$ cat config.mk
export PLATFORM = sky130hd
export DESIGN_NAME = small_matrix_multiply
export DESIGN_NICKNAME = d
export VERILOG_FILES = /design/src/rtl/core/smm_pkg.sv /design/src/rtl/core/smm_ram.sv /design/src/rtl/core/smm_ctrl.sv /design/src/rtl/core/smm_mac.sv /design/src/rtl/core/small_matrix_multiply.sv
export SDC_FILE = /design/constraint.sdc
export NUM_CORES = 1
export LEC_CHECK = 0
export ABC_AREA = 1
export BUFFER_PORTS_ARGS = -buffer_cell sky130_fd_sc_hd__buf_2
export CAP_MARGIN = 15
export CORE_ASPECT_RATIO = 1.2
export CORE_MARGIN = 4
export CORE_UTILIZATION = 25
export CTS_CLUSTER_SIZE = 40
export DETAILED_ROUTE_END_ITERATION = 12
export HOLD_SLACK_MARGIN = 0.15
export PLACE_DENSITY = 0.45
export SYNTH_ARGS = -nofsm -noshare
export SYNTH_HDL_FRONTEND = slang
export SYNTH_HIERARCHICAL = 1
export SYNTH_SLANG_ARGS = --single-unit
$ cat constraint.sdc
create_clock -name clk_i -period 7.05 [get_ports clk_i]
set_input_delay 2.115 -clock clk_i [delete_from_list [all_inputs] [get_ports clk_i]]
set_output_delay 2.115 -clock clk_i [all_outputs]
set_load 0.01 [all_outputs]
$ cat src/rtl/core/smm_pkg.sv
// Shared types, constants and helpers for the small matrix multiply block.
`default_nettype none
package smm_pkg;

  // default matrix sizes: A is ROWS x INNER, B is INNER x COLS
  localparam int unsigned ROWS_DEF  = 2;
  localparam int unsigned INNER_DEF = 3;
  localparam int unsigned COLS_DEF  = 7;

  localparam int unsigned IDX_W  = 3;   // row / column index width
  localparam int unsigned ELEM_W = 16;  // Q8.8 element
  localparam int unsigned PROD_W = 32;  // Q16.16 single term
  localparam int unsigned ACC_W  = 35;  // Q16.16 sum of up to eight terms

  typedef enum logic [1:0] {
    OP_WR_A    = 2'd0,
    OP_WR_B    = 2'd1,
    OP_COMPUTE = 2'd2
  } smm_op_e;

  typedef enum logic {
    ST_IDLE,
    ST_RUN
  } smm_state_e;

  // tag that travels with each multiply-accumulate step
  typedef struct packed {
    logic             valid;
    logic             first;   // first term of a dot product
    logic             lastk;   // final term of a dot product
    logic             last;    // final element of the product matrix
    logic [IDX_W-1:0] row;
    logic [IDX_W-1:0] col;
  } smm_tag_t;

  // address width for a store of the given depth, at least one bit
  function automatic int unsigned addr_w(input int unsigned depth);
    return (depth > 1) ? $clog2(depth) : 1;
  endfunction

endpackage
`default_nettype wire

$ cat src/rtl/core/smm_ram.sv
// Generic single-port-write, single-port-read RAM with registered read data.
`default_nettype none
module smm_ram #(
  parameter int unsigned WIDTH = 16,
  parameter int unsigned DEPTH = 8,
  parameter int unsigned AW    = 3
) (
  input  wire logic             clk_i,
  input  wire logic             we_i,
  input  wire logic [AW-1:0]    waddr_i,
  input  wire logic [WIDTH-1:0] wdata_i,
  input  wire logic             re_i,
  input  wire logic [AW-1:0]    raddr_i,
  output logic      [WIDTH-1:0] rdata_o
);

  logic [WIDTH-1:0] mem_q [DEPTH];
  logic [WIDTH-1:0] rdata_q;

  always_ff @(posedge clk_i) begin
    if (we_i) begin
      mem_q[waddr_i] <= wdata_i;
    end
    if (re_i) begin
      rdata_q <= mem_q[raddr_i];
    end
  end

  assign rdata_o = rdata_q;

endmodule
`default_nettype wire

$ cat src/rtl/core/smm_ctrl.sv
// Sequencer: walks row, column and inner index and issues store reads.
`default_nettype none
module smm_ctrl #(
  parameter int unsigned ROWS  = smm_pkg::ROWS_DEF,
  parameter int unsigned INNER = smm_pkg::INNER_DEF,
  parameter int unsigned COLS  = smm_pkg::COLS_DEF,
  parameter int unsigned AW_A  = 3,
  parameter int unsigned AW_B  = 5
) (
  input  wire logic             clk_i,
  input  wire logic             rst_ni,
  input  wire logic             start_i,
  input  wire logic             adv_i,
  output smm_pkg::smm_tag_t     issue_o,
  output logic [AW_A-1:0]       a_addr_o,
  output logic [AW_B-1:0]       b_addr_o
);
  import smm_pkg::*;

  smm_state_e       state_q, state_d;
  logic [IDX_W-1:0] i_q, j_q, k_q;
  logic             i_end, j_end, k_end;

  assign i_end = (i_q == IDX_W'(ROWS - 1));
  assign j_end = (j_q == IDX_W'(COLS - 1));
  assign k_end = (k_q == IDX_W'(INNER - 1));

  always_comb begin
    state_d = state_q;
    unique case (state_q)
      ST_IDLE: if (start_i) state_d = ST_RUN;
      ST_RUN:  if (adv_i && i_end && j_end && k_end) state_d = ST_IDLE;
      default: state_d = ST_IDLE;
    endcase
  end

  always_comb begin
    issue_o       = '0;
    issue_o.first = (k_q == '0);
    issue_o.lastk = k_end;
    issue_o.last  = i_end && j_end;
    issue_o.row   = i_q;
    issue_o.col   = j_q;
    unique case (state_q)
      ST_IDLE: issue_o.valid = 1'b0;
      ST_RUN:  issue_o.valid = 1'b1;
      default: issue_o.valid = 1'b0;
    endcase
  end

  assign a_addr_o = AW_A'(i_q * INNER + k_q);
  assign b_addr_o = AW_B'(k_q * COLS + j_q);

  always_ff @(posedge clk_i or negedge rst_ni) begin
    if (!rst_ni) begin
      state_q <= ST_IDLE;
      i_q     <= '0;
      j_q     <= '0;
      k_q     <= '0;
    end else begin
      state_q <= state_d;
      if (state_q == ST_IDLE) begin
        i_q <= '0;
        j_q <= '0;
        k_q <= '0;
      end else if (adv_i) begin
        if (!k_end) begin
          k_q <= k_q + 1'b1;
        end else begin
          k_q <= '0;
          if (!j_end) begin
            j_q <= j_q + 1'b1;
          end else begin
            j_q <= '0;
            i_q <= i_end ? '0 : i_q + 1'b1;
          end
        end
      end
    end
  end

endmodule
`default_nettype wire

$ cat src/rtl/core/smm_mac.sv
// Shared multiply-accumulate unit with product register and result register.
`default_nettype none
module smm_mac (
  input  wire logic                         clk_i,
  input  wire logic                         rst_ni,
  input  wire logic                         adv_i,
  input  wire smm_pkg::smm_tag_t            tag_i,
  input  wire logic signed [smm_pkg::ELEM_W-1:0] a_i,
  input  wire logic signed [smm_pkg::ELEM_W-1:0] b_i,
  output logic                              res_valid_o,
  output logic [smm_pkg::IDX_W-1:0]         res_row_o,
  output logic [smm_pkg::IDX_W-1:0]         res_col_o,
  output logic signed [smm_pkg::ACC_W-1:0]  res_value_o,
  output logic                              res_last_o
);
  import smm_pkg::*;

  smm_tag_t                  tag1_q, tag2_q;
  logic signed [PROD_W-1:0]  prod_q;
  logic signed [ACC_W-1:0]   acc_q, sum;
  logic                      res_valid_q;
  logic [IDX_W-1:0]          res_row_q, res_col_q;
  logic signed [ACC_W-1:0]   res_value_q;
  logic                      res_last_q;

  // tag1 lines up with the store read data, tag2 with the product register
  always_ff @(posedge clk_i or negedge rst_ni) begin
    if (!rst_ni) begin
      tag1_q      <= '0;
      tag2_q      <= '0;
      res_valid_q <= 1'b0;
    end else if (adv_i) begin
      tag1_q      <= tag_i;
      tag2_q      <= tag1_q;
      res_valid_q <= tag2_q.valid && tag2_q.lastk;
    end
  end

  assign sum = (tag2_q.first ? ACC_W'(0) : acc_q)
             + {{(ACC_W - PROD_W){prod_q[PROD_W-1]}}, prod_q};

  always_ff @(posedge clk_i) begin
    if (adv_i) begin
      prod_q <= a_i * b_i;
      if (tag2_q.valid) begin
        acc_q <= sum;
      end
      if (tag2_q.valid && tag2_q.lastk) begin
        res_row_q   <= tag2_q.row;
        res_col_q   <= tag2_q.col;
        res_value_q <= sum;
        res_last_q  <= tag2_q.last;
      end
    end
  end

  assign res_valid_o = res_valid_q;
  assign res_row_o   = res_row_q;
  assign res_col_o   = res_col_q;
  assign res_value_o = res_value_q;
  assign res_last_o  = res_last_q;

endmodule
`default_nettype wire

$ cat src/rtl/core/small_matrix_multiply.sv
// Top level of the small fixed-point matrix multiply engine.
//
//   channel  direction  handshake               payload
//   in       input      in_valid_i / in_stall_o  opcode_i row_index_i col_index_i value_i
//   out      output     out_valid_o / out_stall_i
//                                                out_row_o out_col_o product_value_o last_o
//
// Writes produce no word. A compute runs ROWS*COLS*INNER multiply-accumulate
// steps, one per cycle while the output is not stalled, on one shared unit;
// each step passes the store read register, the product register and the
// result register. Input stays stalled until the last word of the compute
// is taken; an output stall freezes the read/multiply/add pipe.
// Reset clears control only; the stores hold garbage until written.
`default_nettype none
module small_matrix_multiply #(
  parameter int unsigned ROWS  = smm_pkg::ROWS_DEF,
  parameter int unsigned INNER = smm_pkg::INNER_DEF,
  parameter int unsigned COLS  = smm_pkg::COLS_DEF
) (
  input  wire logic                                clk_i,
  input  wire logic                                rst_ni,
  input  wire logic                                in_valid_i,
  output logic                                     in_stall_o,
  input  wire logic [1:0]                          opcode_i,
  input  wire logic [smm_pkg::IDX_W-1:0]           row_index_i,
  input  wire logic [smm_pkg::IDX_W-1:0]           col_index_i,
  input  wire logic signed [smm_pkg::ELEM_W-1:0]   value_i,
  output logic                                     out_valid_o,
  input  wire logic                                out_stall_i,
  output logic [smm_pkg::IDX_W-1:0]                out_row_o,
  output logic [smm_pkg::IDX_W-1:0]                out_col_o,
  output logic signed [smm_pkg::ACC_W-1:0]         product_value_o,
  output logic                                     last_o
);
  import smm_pkg::*;

  localparam int unsigned DEPTH_A = ROWS * INNER;
  localparam int unsigned DEPTH_B = INNER * COLS;
  localparam int unsigned AW_A    = addr_w(DEPTH_A);
  localparam int unsigned AW_B    = addr_w(DEPTH_B);

  logic             in_fire, out_fire, adv;
  logic             busy_q;
  logic             row_ok_a, col_ok_a, row_ok_b, col_ok_b;
  logic             we_a, we_b, start;
  logic [AW_A-1:0]  a_waddr, a_raddr;
  logic [AW_B-1:0]  b_waddr, b_raddr;
  logic [ELEM_W-1:0] a_rdata, b_rdata;
  smm_tag_t         issue;

  assign in_fire  = in_valid_i && !in_stall_o;
  assign out_fire = out_valid_o && !out_stall_i;
  assign adv      = !out_valid_o || !out_stall_i;
  assign in_stall_o = busy_q;

  assign row_ok_a = ({1'b0, row_index_i} < (IDX_W + 1)'(ROWS));
  assign col_ok_a = ({1'b0, col_index_i} < (IDX_W + 1)'(INNER));
  assign row_ok_b = ({1'b0, row_index_i} < (IDX_W + 1)'(INNER));
  assign col_ok_b = ({1'b0, col_index_i} < (IDX_W + 1)'(COLS));

  always_comb begin
    we_a  = 1'b0;
    we_b  = 1'b0;
    start = 1'b0;
    unique case (smm_op_e'(opcode_i))
      OP_WR_A:    we_a  = in_fire && row_ok_a && col_ok_a;
      OP_WR_B:    we_b  = in_fire && row_ok_b && col_ok_b;
      OP_COMPUTE: start = in_fire;
      default:    start = 1'b0;
    endcase
  end

  assign a_waddr = AW_A'(row_index_i * INNER + col_index_i);
  assign b_waddr = AW_B'(row_index_i * COLS + col_index_i);

  // busy from a compute until its last word leaves
  always_ff @(posedge clk_i or negedge rst_ni) begin
    if (!rst_ni) begin
      busy_q <= 1'b0;
    end else if (start) begin
      busy_q <= 1'b1;
    end else if (out_fire && last_o) begin
      busy_q <= 1'b0;
    end
  end

  smm_ram #(.WIDTH(ELEM_W), .DEPTH(DEPTH_A), .AW(AW_A)) u_ram_a (
    .clk_i   (clk_i),
    .we_i    (we_a),
    .waddr_i (a_waddr),
    .wdata_i (value_i),
    .re_i    (adv),
    .raddr_i (a_raddr),
    .rdata_o (a_rdata)
  );

  smm_ram #(.WIDTH(ELEM_W), .DEPTH(DEPTH_B), .AW(AW_B)) u_ram_b (
    .clk_i   (clk_i),
    .we_i    (we_b),
    .waddr_i (b_waddr),
    .wdata_i (value_i),
    .re_i    (adv),
    .raddr_i (b_raddr),
    .rdata_o (b_rdata)
  );

  smm_ctrl #(
    .ROWS(ROWS), .INNER(INNER), .COLS(COLS), .AW_A(AW_A), .AW_B(AW_B)
  ) u_ctrl (
    .clk_i    (clk_i),
    .rst_ni   (rst_ni),
    .start_i  (start),
    .adv_i    (adv),
    .issue_o  (issue),
    .a_addr_o (a_raddr),
    .b_addr_o (b_raddr)
  );

  smm_mac u_mac (
    .clk_i       (clk_i),
    .rst_ni      (rst_ni),
    .adv_i       (adv),
    .tag_i       (issue),
    .a_i         (a_rdata),
    .b_i         (b_rdata),
    .res_valid_o (out_valid_o),
    .res_row_o   (out_row_o),
    .res_col_o   (out_col_o),
    .res_value_o (product_value_o),
    .res_last_o  (last_o)
  );

`ifndef ASSERT_OFF
  a_out_only_busy : assert property (@(posedge clk_i) disable iff (!rst_ni)
    out_valid_o |-> busy_q)
    else $error("result word outside a compute");

  a_issue_only_busy : assert property (@(posedge clk_i) disable iff (!rst_ni)
    issue.valid |-> busy_q)
    else $error("sequencer running while input is open");

  a_last_coord : assert property (@(posedge clk_i) disable iff (!rst_ni)
    (out_valid_o && last_o) |->
      (out_row_o == IDX_W'(ROWS - 1) && out_col_o == IDX_W'(COLS - 1)))
    else $error("last flag on wrong product element");
`endif

endmodule
`default_nettype wire
==> impl_metrics.csv <==
group,metric,value,unit
sta,rsz0062_at_grt,"no",
place,gp_congestion,0.867,
sta,min_period,6170,ps
cts,cts.sinks,605,
floorplan,start_util,25.3,%
synth,yosys.cell_types.count,45,
synth,syn_area,0.0381,mm²
sta,setup_viol,0,
setup_path,reg2reg_from,"u_ram_a/rdata_o[6]",
run_status,status,"finished, final reports clean",
routing,drtIter0Drc,1409,
worst_hold_path,min_from,"u_mac/tag2_q[5]",
cts,max-clock-path-buffers,3,
cells_and_area,fin_util,28.5,%
floorplan,core_region_area,0.151,mm²
routing,vias,25843,
grt,antenna_found_initial,0,
worst_hold_path,holdPathStages,0,
setup_path,start_kind,"flop",
routing,wl_per_cell,16.9,µm
cts,clockRootBuffer,"clkbuf_16",
place,hpwl,71.5,mm
cts,cts_hold_buf,0,
cts,cts-resized-gates,0,
cts,cts_made_buffers,75,
setup_path,r2r_cells,20,
setup_path,arrival,6570,ps
sta,finalClockSkew,56.4,ps
grt,grt_use_total,13.1,%
setup_path,critPathCaptureType,"flop",
grt,grt_max_degree,107,
floorplan,row_count,156,
place,dp_worst_setup_slack,795,ps
setup_path,startpoint,"u_ram_a/rdata_o[6]",
floorplan,die_h,436,µm
synth,ys_seq_area_share,47.2,%
setup_path,crit_type,"reg -> reg",
cts,h-tree-depth,3,
cts,clkSlewWorstSetupHoldPaths,70,ps
sta,fmax,0.162,GHz
routing,wl,104,mm
cts,clkLatencyLatePin,700,ps
cts,postCtsSetupBuffers,0,
routing,avgViaCountPerCell,4.19,
synth,ys_warn_count,6,
cells_and_area,fillers,16089,
sta,tightest_slew,966,ps
sta,finalMaxSlewViolations,0,
grt,grt_pass1_wl,161,mm
run,cap_violations,0,
cells_and_area,final_cells,6167,
sta,relSlewSlack,35.6,%
place,dp_cells,6030,
setup_path,crit_fanout,16,
floorplan,dieWidth,365,µm
sta,fin_crit_sh,87.5,%
sta,hold_viol_final,0,
sta,fin_ws,883,ps
synth,syn-num-nets,4526,
routing,ant_nets,0,
grt,grt_pass1_vias,26567,
place,io_buffers,71,
worst_hold_path,hold_path.class,"reg -> reg",
synth,post_synth_inst_count,4085,
grt,grt_overflow,0,
cells_and_area,synthToLayoutAreaGrowth,13.0,%
floorplan,io_pins,72,
routing,drc,0,
cells_and_area,nNetsFinal,4573,
synth,synth.avg_cell_area,9.34,µm²
routing,drtPass1Iterations,6,
cells_and_area,antenna_cells,0,
floorplan,dieArea,0.159,mm²
setup_path,required,7450,ps
cts,cts_tree,"done",
synth,ys_seq_elements,605,
sta,tns,0,ps
cells_and_area,drive_gt1_share,6.92,%
-- worst max-delay path: stages (launching register included) --
cell      delay [ps]
edfxtp_1         880
nand2_1          160
fa_1             540
inv_1             50
fa_1             490
inv_1             50
fa_1             540
inv_1             60
fa_1             450
fa_1             500
inv_1             50
fa_1             470
inv_1             40
ha_1             340
a21oi_1          250
o21ai_0          280
nand3b_1         410
nand2_1          130
nand3_1           70
nand2_1           60
nand2_1           50
-- cell usage after synthesis (all sizes together) --
master / number / share of area, %
a21boi: 3 / 0.059
a21o: 2 / 0.039
a21oi: 70 / 0.97
a31oi: 2 / 0.033
and2: 1 / 0.016
buf: 68 / 1.1
clkbuf: 84 / 0.83
dfrtp: 32 / 2.1
edfxtp: 573 / 45
fa: 273 / 14
ha: 140 / 4.6
inv: 865 / 8.5
mux2: 2 / 0.059
nand2: 1156 / 11
nand3: 328 / 4.4
nand3b: 7 / 0.14
nand4: 15 / 0.25
nor2: 267 / 2.7
nor3: 17 / 0.28
nor3b: 1 / 0.020
nor4: 2 / 0.033
o21a: 2 / 0.039
o21ai: 95 / 1.2
o21bai: 8 / 0.16
o22ai: 17 / 0.28
or2: 7 / 0.11
xnor2: 10 / 0.23
xor2: 38 / 0.87
-- layer usage --
layer / vias up / track usage, % / wire length, µm
li1: 12793 / - / -
met1: 12547 / 16.6 / 46200
met2: 372 / 23.2 / 51700
met3: 131 / 1.62 / 3110
met4: 0 / 4.15 / 3030
met5: - / 0 / 0
-- sequential cells by signal, summed over array words and instances (netlist names), 10 cells and up --
register / cells
u_ram_b/rdata_o: 16
u_mac/prod_q: 32
u_mac/acc_q: 35
u_ram_a/mem_q: 96
u_mac/tag2_q: 10
u_ram_a/rdata_o: 16
u_mac/res_value_o: 35
u_mac/tag1_q: 10
u_ram_b/mem_q: 336
-- placed cells by master (no fill, tap or decap), types with 3 or more instances in the layout --
cell type,n
inv_2,11
or2_2,5
nor3_1,10
nor3_2,7
inv_1,852
buf_4,50
edfxtp_1,573
nand2_4,3
o22ai_1,17
clkinv_16,5
a21oi_1,65
o21ai_0,77
nand2_2,10
xor2_1,38
ha_1,138
nor2_1,258
nand3b_1,7
o21ai_1,18
nor2_2,8
a21oi_2,5
xnor2_1,9
nand3_2,5
clkbuf_1,11
nand4_1,15
clkbuf_16,75
nand3_1,322
buf_2,71
o21bai_1,8
clkinv_2,15
nand2_1,1143
dfrtp_1,32
bufinv_16,4
clkinv_1,21
fa_1,273
-- path summary, 6_finish.rpt --
| path | endpoint | slack (ps) |
|---|---|---|
| setup / recovery | u_mac/prod_q[31] | 880 |
| hold / removal | u_mac/res_row_o[2] | 450 |
| setup reg to reg | u_mac/prod_q[31] | 880 |
| hold reg to reg | u_mac/res_row_o[2] | 450 |
| max in group asynchronous | u_mac/tag1_q[5] | 5040 |
| min in group asynchronous | u_mac/tag2_q[8] | 1520 |
-- cell type report --
cell class / instances / area [µm²] / area share [%]
repair buffers: 122 / 751 / 1.74
multi-input cells: 2463 / 16200 / 37.6
well taps: 1975 / 2470 / 5.73
inverters: 865 / 3250 / 7.54
flip-flops and latches: 605 / 18000 / 41.8
clock inverters: 51 / 498 / 1.16
clock buffers: 86 / 1920 / 4.45
-- cell families after synthesis --
family	synth area share (%)
adders and majority gates	18.9
muxes	0.0590
buffers and inverters	10.5
AOI/OAI and AO/OA	2.82
xor gates and xnor gates	1.10
and+or+nand+nor	19.4
DFF	47.2
-- through the flow --
stage / cell area [µm²] / hold slack, ps
CTS: 43100 / 450
global route: 43100 / 458
detailed placement: 40700 / 435
finish: 43100 / 446
floorplan: 38100 / 426
global placement: 40700 / 433
Power is not shown: default switching activity piles up to over one toggle a cycle in this logic, so the estimate is an artifact.
